## src/rtl/imuca_pkg.sv

```systemverilog
// Package for the complementary attitude unit: widths, atan table, shared types.
// No dependencies.
package imuca_pkg;

    localparam int AXIS_W        = 16;
    localparam int ANGLE_W       = 17;
    localparam int WEIGHT_W      = 17;
    localparam int GAIN_W        = 24;
    localparam int CFG_W         = 24;
    localparam int CORDIC_W      = 28;   // x/y datapath: |v| < 2^25.5 after growth
    localparam int Z_W           = 26;   // Q16 degrees, +-180 deg fits
    localparam int ATAN_ENTRIES  = 24;
    localparam int STEPS_DEFAULT = 16;
    localparam int SQRT_IN_W     = 48;
    localparam int SQRT_OUT_W    = 24;
    localparam int LANES         = 3;

    localparam logic [WEIGHT_W-1:0] WEIGHT_RESET = 17'd62915;
    localparam logic [GAIN_W-1:0]   GAIN_RESET   = 24'd327855;
    localparam logic [WEIGHT_W-1:0] ONE_Q16      = 17'd65536;

    localparam logic CFG_IDX_WEIGHT = 1'b0;
    localparam logic CFG_IDX_GAIN   = 1'b1;

    typedef enum logic [2:0] {
        ST_IDLE,
        ST_SQRT,
        ST_CORDIC,
        ST_BLEND,
        ST_OUT
    } ctrl_state_t;

    typedef struct packed {
        logic start;
        logic done;
    } lane_ctrl_t;

    function automatic logic [Z_W-1:0] atan_q16(input logic [4:0] idx);
        logic [Z_W-1:0] v;
        unique case (idx)
            5'd0:  v = 26'd2949120;
            5'd1:  v = 26'd1740967;
            5'd2:  v = 26'd919879;
            5'd3:  v = 26'd466945;
            5'd4:  v = 26'd234379;
            5'd5:  v = 26'd117304;
            5'd6:  v = 26'd58666;
            5'd7:  v = 26'd29335;
            5'd8:  v = 26'd14668;
            5'd9:  v = 26'd7334;
            5'd10: v = 26'd3667;
            5'd11: v = 26'd1833;
            5'd12: v = 26'd917;
            5'd13: v = 26'd458;
            5'd14: v = 26'd229;
            5'd15: v = 26'd115;
            5'd16: v = 26'd57;
            5'd17: v = 26'd29;
            5'd18: v = 26'd14;
            5'd19: v = 26'd7;
            5'd20: v = 26'd4;
            5'd21: v = 26'd2;
            5'd22: v = 26'd1;
            default: v = '0;
        endcase
        return v;
    endfunction

endpackage

```

## src/rtl/imuca_blend.sv

```systemverilog
// Merge stage: blends gyro-propagated and accelerometer angles for one axis.
// Depends on imuca_pkg. Three multiply steps, then round and saturate.
module imuca_blend (
    input  logic                                  aclk,
    input  logic                                  aresetn,
    input  logic                                  start,
    input  logic [imuca_pkg::WEIGHT_W-1:0]        weight,
    input  logic [imuca_pkg::GAIN_W-1:0]          gain,
    input  logic signed [imuca_pkg::AXIS_W-1:0]   gyro,
    input  logic signed [imuca_pkg::Z_W-1:0]      accel_angle,
    input  logic signed [imuca_pkg::ANGLE_W:0]    old_angle,
    output logic                                  done,
    output logic signed [imuca_pkg::ANGLE_W:0]    new_angle
);
    import imuca_pkg::*;

    logic [1:0]          ph_reg, ph_next;
    logic                done_reg, done_next;
    logic signed [42:0]  s_reg, s_next;      // old*2^24 + gyro*gain
    logic signed [80:0]  n_reg, n_next;
    logic [WEIGHT_W-1:0] a_sat;
    logic signed [17:0]  a_s, ia_s;
    logic signed [80:0]  v;
    logic signed [ANGLE_W:0] res_reg, res_next;

    assign a_sat = (weight > ONE_Q16) ? ONE_Q16 : weight;
    assign a_s   = signed'({1'b0, a_sat});
    assign ia_s  = signed'({1'b0, ONE_Q16 - a_sat});

    always_comb begin
        ph_next = ph_reg; done_next = 1'b0;
        s_next = s_reg; n_next = n_reg; res_next = res_reg;
        v = (n_reg + (81'sd1 <<< 39)) >>> 40;
        unique case (ph_reg)
            2'd0: if (start) begin
                s_next  = (43'(old_angle) <<< 24) + 43'(gyro * signed'({1'b0, gain}));
                ph_next = 2'd1;
            end
            2'd1: begin
                n_next  = 81'(s_reg * a_s);
                ph_next = 2'd2;
            end
            2'd2: begin
                n_next  = n_reg + ((81'(accel_angle * ia_s)) <<< 16);
                ph_next = 2'd3;
            end
            default: begin
                if (v > 81'sd65535)       res_next = 18'sd65535;
                else if (v < -81'sd65536) res_next = -18'sd65536;
                else                      res_next = v[ANGLE_W:0];
                done_next = 1'b1;
                ph_next   = 2'd0;
            end
        endcase
    end

    always_ff @(posedge aclk) begin
        s_reg <= s_next; n_reg <= n_next;
        if (!aresetn) begin
            ph_reg <= 2'd0; done_reg <= 1'b0; res_reg <= '0;
        end else begin
            ph_reg <= ph_next; done_reg <= done_next; res_reg <= res_next;
        end
    end

    assign done      = done_reg;
    assign new_angle = res_reg;

endmodule

```

## config.mk

```make
export PLATFORM = sky130hd
export DESIGN_NAME = imuca_blend
export DESIGN_NICKNAME = d
export VERILOG_FILES = /design/src/rtl/imuca_pkg.sv /design/src/rtl/imuca_blend.sv
export SDC_FILE = /design/constraint.sdc
export NUM_CORES = 2
export LEC_CHECK = 0
export BUFFER_PORTS_ARGS = -buffer_cell sky130_fd_sc_hd__buf_4
export CAP_MARGIN = 25
export CELL_PAD_IN_SITES_DETAIL_PLACEMENT = 1
export CELL_PAD_IN_SITES_GLOBAL_PLACEMENT = 1
export CORE_UTILIZATION = 40
export CTS_BUF_LIST = sky130_fd_sc_hd__clkbuf_4 sky130_fd_sc_hd__clkbuf_8
export CTS_CLUSTER_DIAMETER = 80
export CTS_CLUSTER_SIZE = 30
export DETAILED_ROUTE_END_ITERATION = 7
export GPL_TIMING_DRIVEN = 0
export MAX_ROUTING_LAYER = met4
export PLACE_DENSITY_LB_ADDON = 0.08
export RECOVER_POWER = 100
export SYNTH_ARGS = -nofsm -noshare
export SYNTH_HDL_FRONTEND = slang
export SYNTH_SLANG_ARGS = --single-unit
```

## constraint.sdc

```tcl
create_clock -name aclk -period 18.4 [get_ports aclk]
set_clock_uncertainty 0.05 [all_clocks]
set_input_delay 1.84 -clock aclk [delete_from_list [all_inputs] [get_ports aclk]]
set_output_delay 1.84 -clock aclk [all_outputs]
set_load 0.1 [all_outputs]
```

======== Word-level counts from Yosys, hierarchy flattened ========
Cells that the tools add are included.
operators by class
  add/subtract/negate cells ............... 4
  multipliers ............................. 3
  $lt $le $gt $ge ......................... 3
  eq/ne operators ......................... 3
  mux-type cells .......................... 7
  reduce and logical (&&, ||, !) cells .... 4
operators with widths
  kind                                                  count
  case mux 81 bit (2 select lines)                      1
  adder 81 x 41 -> 81 bit, second input constant        1
  adder 81 x 60 -> 81 bit                               1
  multiplier 43 x 18 -> 61 bit                          1
  multiplier 26 x 18 -> 44 bit                          1
  adder 42 x 41 -> 43 bit                               1
  > comparator 41 x 17 -> 1 bit, second input constant  1
  < comparator 41 x 17 -> 1 bit, second input constant  1
  multiplier 16 x 25 -> 41 bit                          1
  2-to-1 mux 18 bit                                     2
  > comparator 17 bit, second input constant            1
  2-to-1 mux 17 bit                                     1
  subtractor 17 bit, first input constant               1
  case mux 2 bit (3 select lines)                       1
  OR reduction 3 bit                                    1
  == test 2 x 1 -> 1 bit, second input constant         1
  == test 2 bit, second input constant                  1
  zero test 2 bit                                       1
  2-to-1 mux 2 bit                                      1
  != test 2 bit, second input constant                  1
  AND reduction 2 bit                                   1
  nonzero test 2 bit                                    1
  2-to-1 mux 1 bit                                      1
storage, ports and cells
  register bits ........................... 145
  input bits .............................. 104
  output and inout port bits .............. 19
  word-level logic and storage cells ...... 29

======== Logic depth before layout (Yosys ltp) ========
  depth in word-level cells ............... 6
  mapped depth ............................ 54
  gate-level depth less buffers ........... 50

======== Least setup slack after synthesis ========
OpenSTA, ideal clock, no wires.
  path kind ............................... input to register
  start ................................... in weight[0] in the netlist's numbering
  end ..................................... reg n_reg[75] (data pin)
  arrival ................................. 13.237 ns
  path slack .............................. 4.859 ns
  stages on the path ...................... 46
  cell sequence ........................... or4_1 > or4_4 > nor3_4 > nand3_2 > nand2_1 > and2_1 > clkbuf_1 > clkbuf_1 > inv_1 > ha_1 > inv_1 > nor4_1 > nor3b_2 > nand2_4 > xor2_2 > buf_2 > nand2_1 > fa_1 > (+10 left out) > a21o_1 > o311ai_0 > nor4_1 > a21oi_1 > o31ai_4 > o21ai_0 > a211oi_2 > ha_1 > clkbuf_1 > nand2_1 > or3_1 > or3_1 > a2111oi_0 > o31ai_1 > a211oi_1 > nand2b_1 > xor2_1 > a21o_1
on the way
  word-level cells in the longest chain between the ends .. 6
  elaborated cells between the ends (all ways) .. 7
  classes of those cells .................. add/sub: 2; mul: 2; order compare: 1; mux: 2
ends and longest elaborated chain
  element                             line               RTL
  start: declaration                  imuca_blend.sv:7   input logic [imuca_pkg::WEIGHT_W-1:0] weight,
  > comparator 17 bit                 imuca_blend.sv:26  assign a_sat = (weight > ONE_Q16) ? ONE_Q16 : weight;
  2-to-1 mux 17 bit *                 imuca_blend.sv:26
  subtractor 17 bit                   imuca_blend.sv:28  assign ia_s = signed'({1'b0, ONE_Q16 - a_sat});
  multiplier 26 x 18 -> 44 bit        imuca_blend.sv:44  n_next = n_reg + ((81'(accel_angle * ia_s)) <<< 16);
  adder 81 x 60 -> 81 bit             imuca_blend.sv:44
  case mux 81 bit (2 select lines) *  imuca_blend.sv:34  unique case (ph_reg)
  named net n_next[75]                imuca_blend.sv:20  logic signed [80:0] n_reg, n_next;
  end signal: assignment              imuca_blend.sv:58  s_reg <= s_next; n_reg <= n_next;
  end: declaration                    imuca_blend.sv:20
Mark *: on every way through the listed nets, which the timed path passes. The rest lies on a longest branch.
A chain may end at the register's enable or synchronous reset.

======== Worst setup path in the final report ========
Same ends and word-level chain as after synthesis.

==> results.toml <==
[outcome]
outcome = "complete, but fails checks"
violations = "max-capacitance violations, max-slew violations"

[global_route]
grt_usage = 0.293
grt_max_degree = 42
grt_antenna_before_repair = 23
grt_pass1_wl_mm = 340
grt_remaining_overflow = 0
grt_pass1_vias = 54600

[critical_path]
critPathMaxFanout = 10
path_class = "input pin to flip-flop"
cp.arrival_ns = 17.50
endpoint_kind = "flip-flop"
cp_data_required_time_ns = 18.69
max_stage_delay_ns = 0.80
crit_path_start_kind = "input pin"
cp_slowest_cell = "clkbuf_1"

[timing]
slew_headroom = -0.845
holdWs_ns = 0.505
period_needed_ns = 17.22
tns_ns = 0
worstMarginPinSlew_ns = 2.77
hold_viol = 0
min_period_over_period = 0.936
setup_viol = 0
grt_setup_unrepaired = "false"
fmax_mhz = 58.1
final_max_slew_viol_count = 74

[floorplanning]
ios = 123
die_area_um2 = 160000
start_util = 0.404
die_h_um = 400
die_x_um = 400
rows = 145
coreArea_um2 = 157000

[clocking]
insertion_delay_ns = 0.57
cts_tree = "done"
clockBufferDepth = 2
cts_setup_buffers = 0
ctsResizeCount = 0
cts_buffers = 17
ctsHoldBuffers = 0
root_buffer = "clkbuf_8"
cts.reportedPaths.clkPinSlew_ns = 0.11
clkSinkCount = 129
h-tree-depth = 4

[synthesis]
ys.flop_type = "edfxtp_1"
ys_types = 94
async_flop_share = 0
synth_seq_cells = 129
mappedNetlistNets = 9327
ys_seq_area_frac = 0.0578
syn_inst = 7332
synth_common_cells = "inv_1, fa_1, nand2_1, ha_1, and2_1"
synth.cell_area_um2 = 63300
yosysMostFrequentCell = "inv_1"
synth.avg_cell_area_um2 = 8.64
synth_area_leader_cell = "fa_1"
synth_enable_flop_cells = 108
synthTopCellsByArea = "fa_1, inv_1, ha_1"
yosys.area.top_type_share = 0.455
yosys_warnings = 0

[detailed_routing]
num_vias = 49300
routed_via_density = 5.15
drt_wl_total_mm = 218
wl_per_cell_um = 22.8
drt_pre_antenna_iters = 6
drt_iter0_drc = 2562
drc = 0
ant_nets = 0

[worst_hold_path]
hold_class = "flip-flop to flip-flop"

[flow_run]
cap_violations = 3

[final_layout]
nNetsFinal = 9491
largest_reg_flops = 65
area_growth_pct = 6.48
fin_util = 0.430
layout-drive-gt1-share = 0.0302

[placement]
io_buffers = 121
place.gp.congestion = 0.921
post-dp-hpwl_mm = 189
worst max-delay path, delay by kind of cell:
kind | cells | cell delay (ns)
compound gates | 11 | 3.28
xor+xnor | 2 | 0.47
buf+inv | 12 | 3.40
fa+ha+maj | 9 | 4.02
simple gates | 15 | 4.44
placed cells by master, fill, tap and decap left out, types with 17 or more instances in the layout:
cell type / n
a211oi_1: 25
a21o_1: 122
a21oi_1: 221
a31oi_1: 25
and2_1: 418
and3_1: 41
buf_1: 20
buf_2: 19
buf_4: 107
clkbuf_1: 317
clkbuf_8: 17
dfxtp_1: 21
edfxtp_1: 108
fa_1: 1439
ha_1: 452
inv_1: 1903
nand2_1: 1222
nand2b_1: 39
nand3_1: 54
nand4_1: 44
nor2_1: 124
nor2b_1: 57
nor3_1: 34
o21a_1: 37
o21ai_0: 135
o21bai_1: 35
xnor2_1: 131
xor2_1: 82
kinds of logic after synthesis:
logic type      count (synthesis)  synth area share
fa+ha+maj                    1891             0.544
compound gates                721            0.0741
buf+inv                      2241             0.134
xor+xnor                      220            0.0313
simple gates                 2122             0.157
mux                             8           0.00148
flops                         129            0.0578
stage by stage:
step / instance area [µm²] / worst slack (ns) / cells
final: 67400 / 1.18 / 9571
after global routing: 67400 / 0.408 / 9569
after CTS: 67600 / 1.53 / 9565
after detailed placement: 67200 / 0.954 / 9533
after global placement: 66800 / -0.776 / 9511
after floorplan: 63300 / 4.86 / 7332
final timing paths:
path,endpoint,slack (ns),cells after the start,from
worst min register to register,new_angle[2]$_SDFFE_PN0P_,0.50,2,new_angle[2]$_SDFFE_PN0P_
worst max-delay path,n_reg[75]$_DFFE_PP_,1.18,49,weight[0]
worst min-delay path,new_angle[2]$_SDFFE_PN0P_,0.50,2,new_angle[2]$_SDFFE_PN0P_
worst max register to register,n_reg[46]$_DFFE_PP_,8.81,23,s_reg[8]$_DFFE_PP_
per-layer routing:
| layer | vias to the layer above | wire length (µm) | global-route usage |
|---|---|---|---|
| met2 | 1018 | 102000 | 0.467 |
| met1 | 26000 | 101000 | 0.407 |
| met4 | 0 | 5250 | 0.0665 |
| met3 | 213 | 9250 | 0.0225 |
| li1 | 22000 | - | - |
| met5 | - | 0 | - |
cell type report:
cell class	count	area [µm²]
fillers	18800	89300
multi-input cells	4962	51200
inverters	1903	7140
flip-flops and latches	129	3660
well taps	2058	2570
plain buffers	338	1330
repair buffers	145	1130
clock buffers	18	241
clock inverters	14	173
diodes	4	10.0
Power is not shown: default switching activity piles up to over one toggle a cycle in this logic, so the estimate is an artifact.
