--- src/rtl/imuca_pkg.sv ---
// Package for the complementary attitude unit: widths, atan table, shared types.
// No dependencies.
package imuca_pkg;

    localparam int AXIS_W        = 16;
    localparam int ANGLE_W       = 17;
    localparam int WEIGHT_W      = 17;
    localparam int GAIN_W        = 24;
    localparam int CFG_W         = 24;
    localparam int CORDIC_W      = 28;   // x/y datapath: |v| < 2^25.5 after growth
    localparam int Z_W           = 26;   // Q16 degrees, +-180 deg fits
    localparam int ATAN_ENTRIES  = 24;
    localparam int STEPS_DEFAULT = 16;
    localparam int SQRT_IN_W     = 48;
    localparam int SQRT_OUT_W    = 24;
    localparam int LANES         = 3;

    localparam logic [WEIGHT_W-1:0] WEIGHT_RESET = 17'd62915;
    localparam logic [GAIN_W-1:0]   GAIN_RESET   = 24'd327855;
    localparam logic [WEIGHT_W-1:0] ONE_Q16      = 17'd65536;

    localparam logic CFG_IDX_WEIGHT = 1'b0;
    localparam logic CFG_IDX_GAIN   = 1'b1;

    typedef enum logic [2:0] {
        ST_IDLE,
        ST_SQRT,
        ST_CORDIC,
        ST_BLEND,
        ST_OUT
    } ctrl_state_t;

    typedef struct packed {
        logic start;
        logic done;
    } lane_ctrl_t;

    function automatic logic [Z_W-1:0] atan_q16(input logic [4:0] idx);
        logic [Z_W-1:0] v;
        unique case (idx)
            5'd0:  v = 26'd2949120;
            5'd1:  v = 26'd1740967;
            5'd2:  v = 26'd919879;
            5'd3:  v = 26'd466945;
            5'd4:  v = 26'd234379;
            5'd5:  v = 26'd117304;
            5'd6:  v = 26'd58666;
            5'd7:  v = 26'd29335;
            5'd8:  v = 26'd14668;
            5'd9:  v = 26'd7334;
            5'd10: v = 26'd3667;
            5'd11: v = 26'd1833;
            5'd12: v = 26'd917;
            5'd13: v = 26'd458;
            5'd14: v = 26'd229;
            5'd15: v = 26'd115;
            5'd16: v = 26'd57;
            5'd17: v = 26'd29;
            5'd18: v = 26'd14;
            5'd19: v = 26'd7;
            5'd20: v = 26'd4;
            5'd21: v = 26'd2;
            5'd22: v = 26'd1;
            default: v = '0;
        endcase
        return v;
    endfunction

endpackage

--- src/rtl/imuca_sqrt.sv ---
// Bit-serial integer square root, one result bit per cycle.
// Depends on imuca_pkg.
module imuca_sqrt (
    input  logic                             aclk,
    input  logic                             aresetn,
    input  logic                             start,
    input  logic [imuca_pkg::SQRT_IN_W-1:0]  radicand,
    output logic                             done,
    output logic [imuca_pkg::SQRT_OUT_W-1:0] root
);
    import imuca_pkg::*;

    logic [SQRT_IN_W-1:0]   rem_reg, rem_next;
    logic [SQRT_IN_W-1:0]   res_reg, res_next;
    logic [SQRT_IN_W-1:0]   bit_reg, bit_next;
    logic                   busy_reg, busy_next;
    logic                   done_reg, done_next;
    logic [SQRT_IN_W-1:0]   trial;

    // restoring square root, one result bit per cycle
    always_comb begin
        rem_next  = rem_reg;
        res_next  = res_reg;
        bit_next  = bit_reg;
        busy_next = busy_reg;
        done_next = 1'b0;
        trial     = res_reg + bit_reg;
        if (start) begin
            rem_next  = radicand;
            res_next  = '0;
            bit_next  = {2'b01, {(SQRT_IN_W-2){1'b0}}};
            busy_next = 1'b1;
        end else if (busy_reg) begin
            if (rem_reg >= trial) begin
                rem_next = rem_reg - trial;
                res_next = (res_reg >> 1) + bit_reg;
            end else begin
                res_next = res_reg >> 1;
            end
            bit_next = bit_reg >> 2;
            if (bit_reg[0]) begin
                busy_next = 1'b0;
                done_next = 1'b1;
            end
        end
    end

    always_ff @(posedge aclk) begin
        rem_reg <= rem_next;
        res_reg <= res_next;
        bit_reg <= bit_next;
        if (!aresetn) begin
            busy_reg <= 1'b0;
            done_reg <= 1'b0;
        end else begin
            busy_reg <= busy_next;
            done_reg <= done_next;
        end
    end

    assign done = done_reg;
    assign root = res_reg[SQRT_OUT_W-1:0];

endmodule

--- config.mk ---
export PLATFORM = sky130hd
export DESIGN_NAME = imuca_sqrt
export DESIGN_NICKNAME = d
export VERILOG_FILES = /design/src/rtl/imuca_pkg.sv /design/src/rtl/imuca_sqrt.sv
export SDC_FILE = /design/constraint.sdc
export NUM_CORES = 1
export LEC_CHECK = 0
export ABC_CLOCK_PERIOD_IN_PS = 14900
export BUFFER_PORTS_ARGS = -buffer_cell sky130_fd_sc_hd__buf_2
export CORE_MARGIN = 8
export CORE_UTILIZATION = 60
export CTS_CLUSTER_DIAMETER = 120
export CTS_CLUSTER_SIZE = 40
export DETAILED_ROUTE_END_ITERATION = 8
export PLACE_DENSITY = 0.79
export SKIP_CTS_REPAIR_TIMING = 1
export SYNTH_ARGS = -nofsm -noshare
export SYNTH_HDL_FRONTEND = slang
export SYNTH_SLANG_ARGS = --single-unit
--- constraint.sdc ---
create_clock -name aclk -period 14.9 [get_ports aclk]
set_input_delay 0 -clock aclk [delete_from_list [all_inputs] [get_ports aclk]]
set_output_delay 0 -clock aclk [all_outputs]
set_load 0.005 [all_outputs]
### Word-level counts from Yosys, hierarchy flattened

Cells that the tools add are included.

| storage, ports and cells | value |
|---|---|
| output and inout port bits | 25 |
| word-level logic and storage cells | 23 |
| input bits | 51 |
| flip-flop bits (word level) | 122 |

| operators by class | value |
|---|---|
| $add $sub $neg | 3 |
| reduce and logical (&&, ||, !) cells | 4 |
| bitwise logic cells | 2 |
| multiplexer cells | 8 |
| $lt $le $gt $ge | 1 |

Operator list:

| kind | number |
|---|---|
| $mux 48 | 4 |
| $add 47x47->48 | 1 |
| $add 48x47->48 | 1 |
| $ge 48x48->1 | 1 |
| $sub 48x48->48 | 1 |
| $mux 1 | 4 |
| $reduce_bool 2->1 | 2 |
| $reduce_or 3->1 | 1 |
| $not 1->1 | 2 |
| $reduce_and 2->1 | 1 |

### Logic depth before layout (Yosys ltp)

Gate-level depths: netlist (run 1).

| logic depth | value |
|---|---|
| word-level depth | 5 |
| gate-level depth with buffers | 24 |
| gate-level depth less buffers | 21 |

### Least setup slack after synthesis (run 1)

Ideal clock, no wire load.

| timing path | value |
|---|---|
| path type | register to register |
| start | register res_reg[4] |
| end | register rem_reg[0], enable pin |
| slack | 8,129 ps |
| setup time | 459 ps |
| data required time | 14,441 ps |
| data arrival time | 6,312 ps |
| path buffers | 3 |
| period minus slack after synthesis | 6,771 ps |
| stages on the path, launching flop included | 23 |
| cells stage by stage | dfxtp_1 > ha_1 > a211oi_1 > a221oi_1 > a211oi_1 > o21ba_2 > nor2_1 > nor2_1 > o21bai_1 > a21oi_1 > xor2_1 > ha_1 > buf_2 > nand4_1 > or3_1 > nor2_1 > nand4_1 > o211a_2 > a211oi_2 > nor2_1 > buf_6 > buf_2 > o21ai_1 |

| on the way | value |
|---|---|
| word-level cells in the longest chain between the ends | 4 |

RTL lines:

| item | RTL line | text |
|---|---|---|
| start, declared | imuca_sqrt.sv:14 | `logic [SQRT_IN_W-1:0] res_reg, res_next;` |
| start signal, assigned | imuca_sqrt.sv:50 | `res_reg <= res_next;` |
| $add 48x47->48 | imuca_sqrt.sv:27 | `trial = res_reg + bit_reg;` |
| $ge 48x48->1 | imuca_sqrt.sv:34 | `if (rem_reg >= trial) begin` |
| $reduce_bool 2->1 (no source line) | n/a |  |
| $reduce_and 2->1 (no source line) | n/a |  |
| end signal, assigned | imuca_sqrt.sv:49 | `rem_reg <= rem_next;` |
| end, declared | imuca_sqrt.sv:13 | `logic [SQRT_IN_W-1:0] rem_reg, rem_next;` |

Every way passes these cells.
A chain may end at the register's enable or synchronous reset.

### Worst setup path after layout (run 1)

| timing path | value |
|---|---|
| start | register res_reg[4] |
| end | register res_reg[12] |

| on the way | value |
|---|---|
| word-level cells in the longest chain between the ends | 3 |
| elaborated cells between the ends (all ways) | 4 |
| classes of those cells | add/sub: 2; order compare: 1; mux: 1 |

RTL lines:

| item | RTL line |
|---|---|
| $add 48x47->48 | imuca_sqrt.sv:27 |
| $ge 48x48->1 | imuca_sqrt.sv:34 |
| $mux 48 * | imuca_sqrt.sv:34 |

Every way passes the cells marked *; elsewhere a longest branch is shown, timed or not.

==> results.ini, run 1 <==
[power]
leakage_nw = 5.01
pwr-share-comb = 0.548
p_int_mw = 1.25
power.clock.fraction = 0.213
power_frac_seq = 0.238
power.net_switching_mw = 0.979
pnr_total_power_mw = 2.23
swShare = 0.440
power.density_nw_per_um2 = 177
ir_drop_mv = 0.136

[yosys]
seq_area_frac_synth = 0.263
synth_warnings = 0
synthesis_stage_register_bit_count = 122
leading_post_synthesis_cells_by_cell_area = sky130_fd_sc_hd__dfxtp_1, sky130_fd_sc_hd__edfxtp_1, sky130_fd_sc_hd__ha_1
synth_nets = 1546
syn_area_sq_um = 11100
synth_largest_type_area_fraction = 0.133
syn-mean-instance-area_sq_um = 7.97
top_cell_type_by_total_area_after_synthesis = sky130_fd_sc_hd__dfxtp_1
synth_cell_types = 81
ys_async_sr_fraction = 0
synth_enable_flop_cells = 48
synth_cells = 1396
yosys_most_used_dff = sky130_fd_sc_hd__dfxtp_1

[timing]
finalSetupTns_ns = 0
report.final.hold_viol_count = 1
achievable-frequency_mhz = 159
worst_slew_pin_slew_ns = 0.896
final.period_utilization = 0.422
post-route-min-period_ns = 6.29
timing.hold.ws_ns = -0.0393
finalSetupViolations = 0
slew_headroom = 0.403
report.final.slew_viol_count = 0
grt_setup_unrepaired = false
skew_ns = 0.0154
final_critical_path_setup_slack_ns = 8.61

[global_routing]
largest_net_degree_at_the_start_of_global_routing = 103
grt_use_total = 0.265
grt_pass1_wl_um = 50800
grt_pass1_vias = 10100
grt_antenna_before_repair = 0
grt.overflow.total = 0

[placed_design]
portBuffers = 75
dpl_worst_slack_ns = 8.80
detailed_place_hpwl_um = 22700
routability_congestion = 0.969

[floorplanning]
die_width_um = 152
core_region_area_sq_um = 18500
die_height_um = 152
die_area_sq_um = 23200
fp-row-count = 50
initial_core_utilization = 0.603
ioPinCount = 76

[run_status]
run_status = finished with violations
violations_in_the_final_reports = negative hold slack

[worst_setup_path]
worst_path_largest_cell_delay_ns = 0.72
critical_path.slowest_cell = sky130_fd_sc_hd__a211oi_1
cpLargestDelayFamily = compound AO/OA/AOI/OAI gates
critical_path.n_buffers_inverters = 2
ff2ff_setup_slack_ns = 8.61
cp_common_cell = sky130_fd_sc_hd__nor2_1
criticalPathCategory = flop to flop
cp-end-kind = flop
reg2regPathDepth = 22
cp_cell_sequence = ha_1 -> a211oi_1 -> a221oi_1 -> a211oi_1 -> o21ba_2 -> nor2_1 -> nor2_1 -> o21bai_1 -> a21oi_1 -> xor2_1 -> ha_1 -> nand4_1 -> or3_1 -> nor2_1 -> nand4_1 -> o211a_2 -> a211oi_4 -> buf_4 -> or2_1 -> buf_4 -> o311ai_1 -> a311oi_1
crit_cells = 22
r2r_start = res_reg[4]$_SDFFE_PP0P_
cp.arrival_ns = 6.62
regToRegEndpoint = res_reg[12]$_SDFFE_PP0P_
critPathLaunchType = flop
critical_path.max_fanout = 30
worst-endpoint-required_ns = 15.24

[worst_hold_path]
hold_path.startpoint = radicand[46]
hold_path_depth = 3
timing.hold.worst_endpoint = rem_reg[46]$_DFFE_PP_
hold_path_class = input port to flop

[route]
dr.pass1.iters = 5
violation_count_after_the_first_detailed_route_iteration = 956
wire_per_inst_um = 19.1
num_vias = 10800
avgViaCountPerCell = 6.37
wl_um = 32400
post-route-drc-count = 0
route.antenna.remaining_nets = 0

[finish]
fillerInstances = 1515
antennaDiodeCount = 0
drive_gt1_frac = 0.0984
design.final.nets = 1601
area_growth_pct = 13.0

[clock_tree]
numCtsBuffers = 17
max_h_tree_level = 4
ctsRootBufferMaster = sky130_fd_sc_hd__clkbuf_16
tritoncts = yes
tritoncts_num_sinks = 122
cts-root-to-sink-buffers = 2
clk_pin_slew_ns = 0.06
insertion_delay_ns = 0.43

[job]
max_cap_violations = 0

area by class of cell:
class                      instances  area, sq um  area share
clock buffer                      24          578      0.0460
timing repair buffer             133          936      0.0744
inverter                          37          139      0.0110
tap                              234          293      0.0233
clock inverter                     8          110     0.00876
sequential                       122         2930       0.233
multi-input combinational       1140         7590       0.604
Yosys cell counts (19+ instances only):
library cell               count
sky130_fd_sc_hd__a31oi_1      43
sky130_fd_sc_hd__o21ai_0      87
sky130_fd_sc_hd__edfxtp_1     48
sky130_fd_sc_hd__xor2_1       63
sky130_fd_sc_hd__dfxtp_1      74
sky130_fd_sc_hd__nor3_1       19
sky130_fd_sc_hd__a211oi_1     32
sky130_fd_sc_hd__mux2i_1      37
sky130_fd_sc_hd__a21o_1       21
sky130_fd_sc_hd__ha_1         98
sky130_fd_sc_hd__inv_1        36
sky130_fd_sc_hd__buf_4        28
sky130_fd_sc_hd__a21oi_1      78
sky130_fd_sc_hd__nand4_1      19
sky130_fd_sc_hd__clkbuf_1     55
sky130_fd_sc_hd__nand2_1     162
sky130_fd_sc_hd__xnor2_1      49
sky130_fd_sc_hd__nand3_1      24
sky130_fd_sc_hd__o21bai_1     23
sky130_fd_sc_hd__nor2_1      128
sky130_fd_sc_hd__o21ai_1      47
power groups by stage:
stage               clock network, mW  registers, mW  logic (mW)
floorplan                           0          0.504       0.946
global placement                    0          0.533        1.16
detailed placement                  0          0.535        1.17
CTS                             0.476          0.530        1.19
global route                    0.491          0.539        1.35
finish                          0.475          0.531        1.22
stage by stage:
stage | utilization | cells | hold slack (ns) | cell area [sq um]
6_report | 0.681 | 1698 | -0.0393 | 12600
4_1_cts | 0.655 | 1649 | -0.205 | 12100
3_5_place_dp | 0.618 | 1617 | 0.226 | 11400
5_1_grt | 0.681 | 1698 | 0.0294 | 12600
3_3_place_gp | 0.618 | 1617 | 0.228 | 11400
2_1_floorplan | - | 1396 | 0.122 | 11100
worst min-delay path: stages:
cell and delay [ns]:
sky130_fd_sc_hd__buf_2 0.09, sky130_fd_sc_hd__o21ai_0 0.08, sky130_fd_sc_hd__nor2_1 0.09
worst max path at each step:
| stage | start | endpoint |
|---|---|---|
| after detailed placement | res_reg[4]$_SDFFE_PP0P_ | res_reg[12]$_SDFFE_PP0P_ |
| after global placement | res_reg[4]$_SDFFE_PP0P_ | res_reg[12]$_SDFFE_PP0P_ |
| final | res_reg[4]$_SDFFE_PP0P_ | res_reg[12]$_SDFFE_PP0P_ |
| after floorplan | res_reg[4]$_SDFFE_PP0P_ | rem_reg[0]$_DFFE_PP_ |
| after CTS | res_reg[4]$_SDFFE_PP0P_ | res_reg[12]$_SDFFE_PP0P_ |
| after global routing | res_reg[4]$_SDFFE_PP0P_ | res_reg[6]$_SDFFE_PP0P_ |
layout by cell type, fill, tap and decap left out, drive strengths merged, types with 21 or more instances in the layout:
cell type    synthesis  layout
dlygate4sd3          0      49
xnor2               49      49
a21oi               78      78
nand2              162     162
clkbuf              56      24
dfxtp               74      74
buf                 41      84
nand3               24      24
a211oi              33      33
ha                  98      98
xor2                63      63
nor2               128     128
inv                 36      39
a31oi               44      44
mux2i               37      37
edfxtp              48      48
a21o                21      21
o21ai              134     134
o21bai              23      23
cell families (layout without fill, tap and decap cells):
family / after synthesis / count (layout) / synth area share
AOI/OAI and AO/OA: 456 / 456 / 0.268
DFF: 122 / 122 / 0.263
buffers and inverters: 134 / 202 / 0.0570
xor gates and xnor gates: 112 / 112 / 0.0881
and+or+nand+nor: 431 / 431 / 0.174
adders and majority gates: 99 / 99 / 0.112
muxes: 42 / 42 / 0.0383
per-layer routing:
layer	routed length, um	global-route usage
met1	13600	0.330
met2	15200	0.438
met3	2220	0.0440
met4	1320	0.129
met5	0	0
No activity file was read; power rests on OpenSTA's default activity.
==> run 2, diff against run 1 <==
ABC_CLOCK_PERIOD_IN_PS = 5450   (was 14900)
CORE_UTILIZATION = 57   (was 60)
clock period = 5.45 ns   (was 14.9 ns; I/O delays follow)
==> run 2 against run 1 <==
Compared with the run above:
- the flow now finishes without violations
- die area is 4.7% higher
- sequential power grew to 2.7 times the previous value
- combinational power rose to 2.9 times the previous value
- critical path depth did not move
- largest cell class unchanged
- via count increased by 1.7%
- core utilization shrank 2.0 points
- non-clock buffer count up 21
- worst hold slack gained 0.040 ns
- largest power group unchanged
- global-route usage is 0.42 points lower
- setup slack worse by 8.5 ns
- final cell count is 3.0% higher
==> results.ini, run 2 (synthesized netlist as in run 1, its figures left out) <==
[timing]
achievable-frequency_mhz = 189
slew_headroom = 0.458
skew_ns = 0.00904
finalSetupViolations = 0
report.final.hold_viol_count = 0
worst_slew_pin_slew_ns = 0.813
report.final.slew_viol_count = 0
final.period_utilization = 0.970
post-route-min-period_ns = 5.29
final_critical_path_setup_slack_ns = 0.162

[route]
wire_per_inst_um = 18.7
avgViaCountPerCell = 6.29
dr.pass1.iters = 6
num_vias = 11000
wl_um = 32700
post-route-drc-count = 0
violation_count_after_the_first_detailed_route_iteration = 940
route.antenna.remaining_nets = 0

[power]
ir_drop_mv = 0.394
power.density_nw_per_um2 = 471
leakage_nw = 5.09
pnr_total_power_mw = 6.02

[worst_setup_path]
critPathLaunchType = flop
reg2regPathDepth = 22
worst-endpoint-required_ns = 5.79
cp.arrival_ns = 5.63
cp-end-kind = flop
ff2ff_setup_slack_ns = 0.16
regToRegEndpoint = res_reg[43]$_SDFFE_PP0P_
critical_path.max_fanout = 28
r2r_start = bit_reg[8]$_SDFFE_PP0P_
crit_end = res_reg[43]$_SDFFE_PP0P_
criticalPathCategory = flop to flop
crit_path_start = bit_reg[8]$_SDFFE_PP0P_

[global_routing]
grt_pass1_vias = 10300
grt.overflow.total = 0
grt_antenna_before_repair = 0
grt_use_total = 0.261
grt_pass1_wl_um = 51300
largest_net_degree_at_the_start_of_global_routing = 77

[floorplanning]
die_area_sq_um = 24300
fp-row-count = 51
die_width_um = 156
core_region_area_sq_um = 19300
initial_core_utilization = 0.576
ioPinCount = 76
die_height_um = 156

[clock_tree]
ctsRootBufferMaster = sky130_fd_sc_hd__clkbuf_16
tritoncts = yes
tritoncts_num_sinks = 122
max_h_tree_level = 4
clk_pin_slew_ns = 0.06
cts-root-to-sink-buffers = 2
insertion_delay_ns = 0.43
numCtsBuffers = 17

[placed_design]
routability_congestion = 0.958
place_inst = 1667
dpl_worst_slack_ns = 0.159
portBuffers = 75
detailed_place_hpwl_um = 23200

[finish]
final_core_density = 0.661
antennaDiodeCount = 0
layout_commonest_cell = sky130_fd_sc_hd__nand2_1
multi_input_gate_area_sq_um = 7670
finalNonFillerCells = 1749
area_growth_pct = 14.9
most-common-layout-cells = sky130_fd_sc_hd__nand2_1, sky130_fd_sc_hd__nor2_1, sky130_fd_sc_hd__ha_1
fillerInstances = 1593
ff_latch_area_sq_um = 2930
design.final.nets = 1622
drive_gt1_frac = 0.121

[job]
max_cap_violations = 0

[worst_hold_path]
hold_path_depth = 2
hold_path_class = input port to flop

[run_status]
run_status = finished, final reports clean

run 2: worst min-delay path by stage:
stage                                          end  startpoint  slack (ns)
after floorplan                    done$_SDFF_PP0_     aresetn        0.12
after global placement         busy_reg$_SDFF_PN0_     aresetn        0.25
after detailed placement       busy_reg$_SDFF_PN0_     aresetn        0.25
after CTS                      busy_reg$_SDFF_PN0_     aresetn       -0.19
after global routing      bit_reg[42]$_SDFFE_PP0P_       start        0.03
final                     bit_reg[36]$_SDFFE_PP0P_       start      0.0005
run 2: critical path, cell delays in order (launching register included):
cell	delay, ns
sky130_fd_sc_hd__dfxtp_1	0.38
sky130_fd_sc_hd__ha_1	0.38
sky130_fd_sc_hd__nand4_1	0.21
sky130_fd_sc_hd__o21ai_1	0.21
sky130_fd_sc_hd__a21oi_2	0.07
sky130_fd_sc_hd__buf_4	0.14
sky130_fd_sc_hd__o21a_1	0.20
sky130_fd_sc_hd__o21bai_1	0.21
sky130_fd_sc_hd__a31oi_2	0.16
sky130_fd_sc_hd__o21bai_2	0.20
sky130_fd_sc_hd__nand2_1	0.09
sky130_fd_sc_hd__xor2_1	0.17
sky130_fd_sc_hd__ha_2	0.41
sky130_fd_sc_hd__nand4_1	0.13
sky130_fd_sc_hd__or3_1	0.40
sky130_fd_sc_hd__nor2_2	0.16
sky130_fd_sc_hd__nand4_1	0.17
sky130_fd_sc_hd__o211a_2	0.22
sky130_fd_sc_hd__a211oi_4	0.31
sky130_fd_sc_hd__nor2_2	0.11
sky130_fd_sc_hd__buf_12	0.18
sky130_fd_sc_hd__or3_1	0.39
sky130_fd_sc_hd__a311oi_2	0.28
run 2: per-layer routing:
metal	vias to the layer above	GRT usage	share of wire
li1	5282	-	-
met1	5122	0.312	0.41
met2	487	0.439	0.48
met3	103	0.0443	0.065
met4	0	0.139	0.042
met5	-	0	0
run 2: cell type report:
type | instances | share of cell area
flip-flops and latches | 122 | 0.229
clock buffers | 22 | 0.0405
inverters | 37 | 0.0109
clock inverters | 9 | 0.00450
multi-input cells | 1140 | 0.600
repair buffers | 154 | 0.0890
well taps | 265 | 0.0259
run 2: through the flow:
stage	hold WS [ns]	setup TNS [ns]	instance area [sq um]
after global routing	0.0266	-0.0436	12800
after detailed placement	0.253	0	11600
final	0.000511	0	12800
after CTS	-0.189	0	12200
after global placement	0.247	0	11600
after floorplan	0.122	0	11100
run 2: power by group:
part / leakage (nW) / switching [mW] / internal (mW)
Combinational: 3.71 / 2.06 / 1.41
Clock: 0.288 / 0.447 / 0.671
Sequential: 1.09 / 0.169 / 1.26
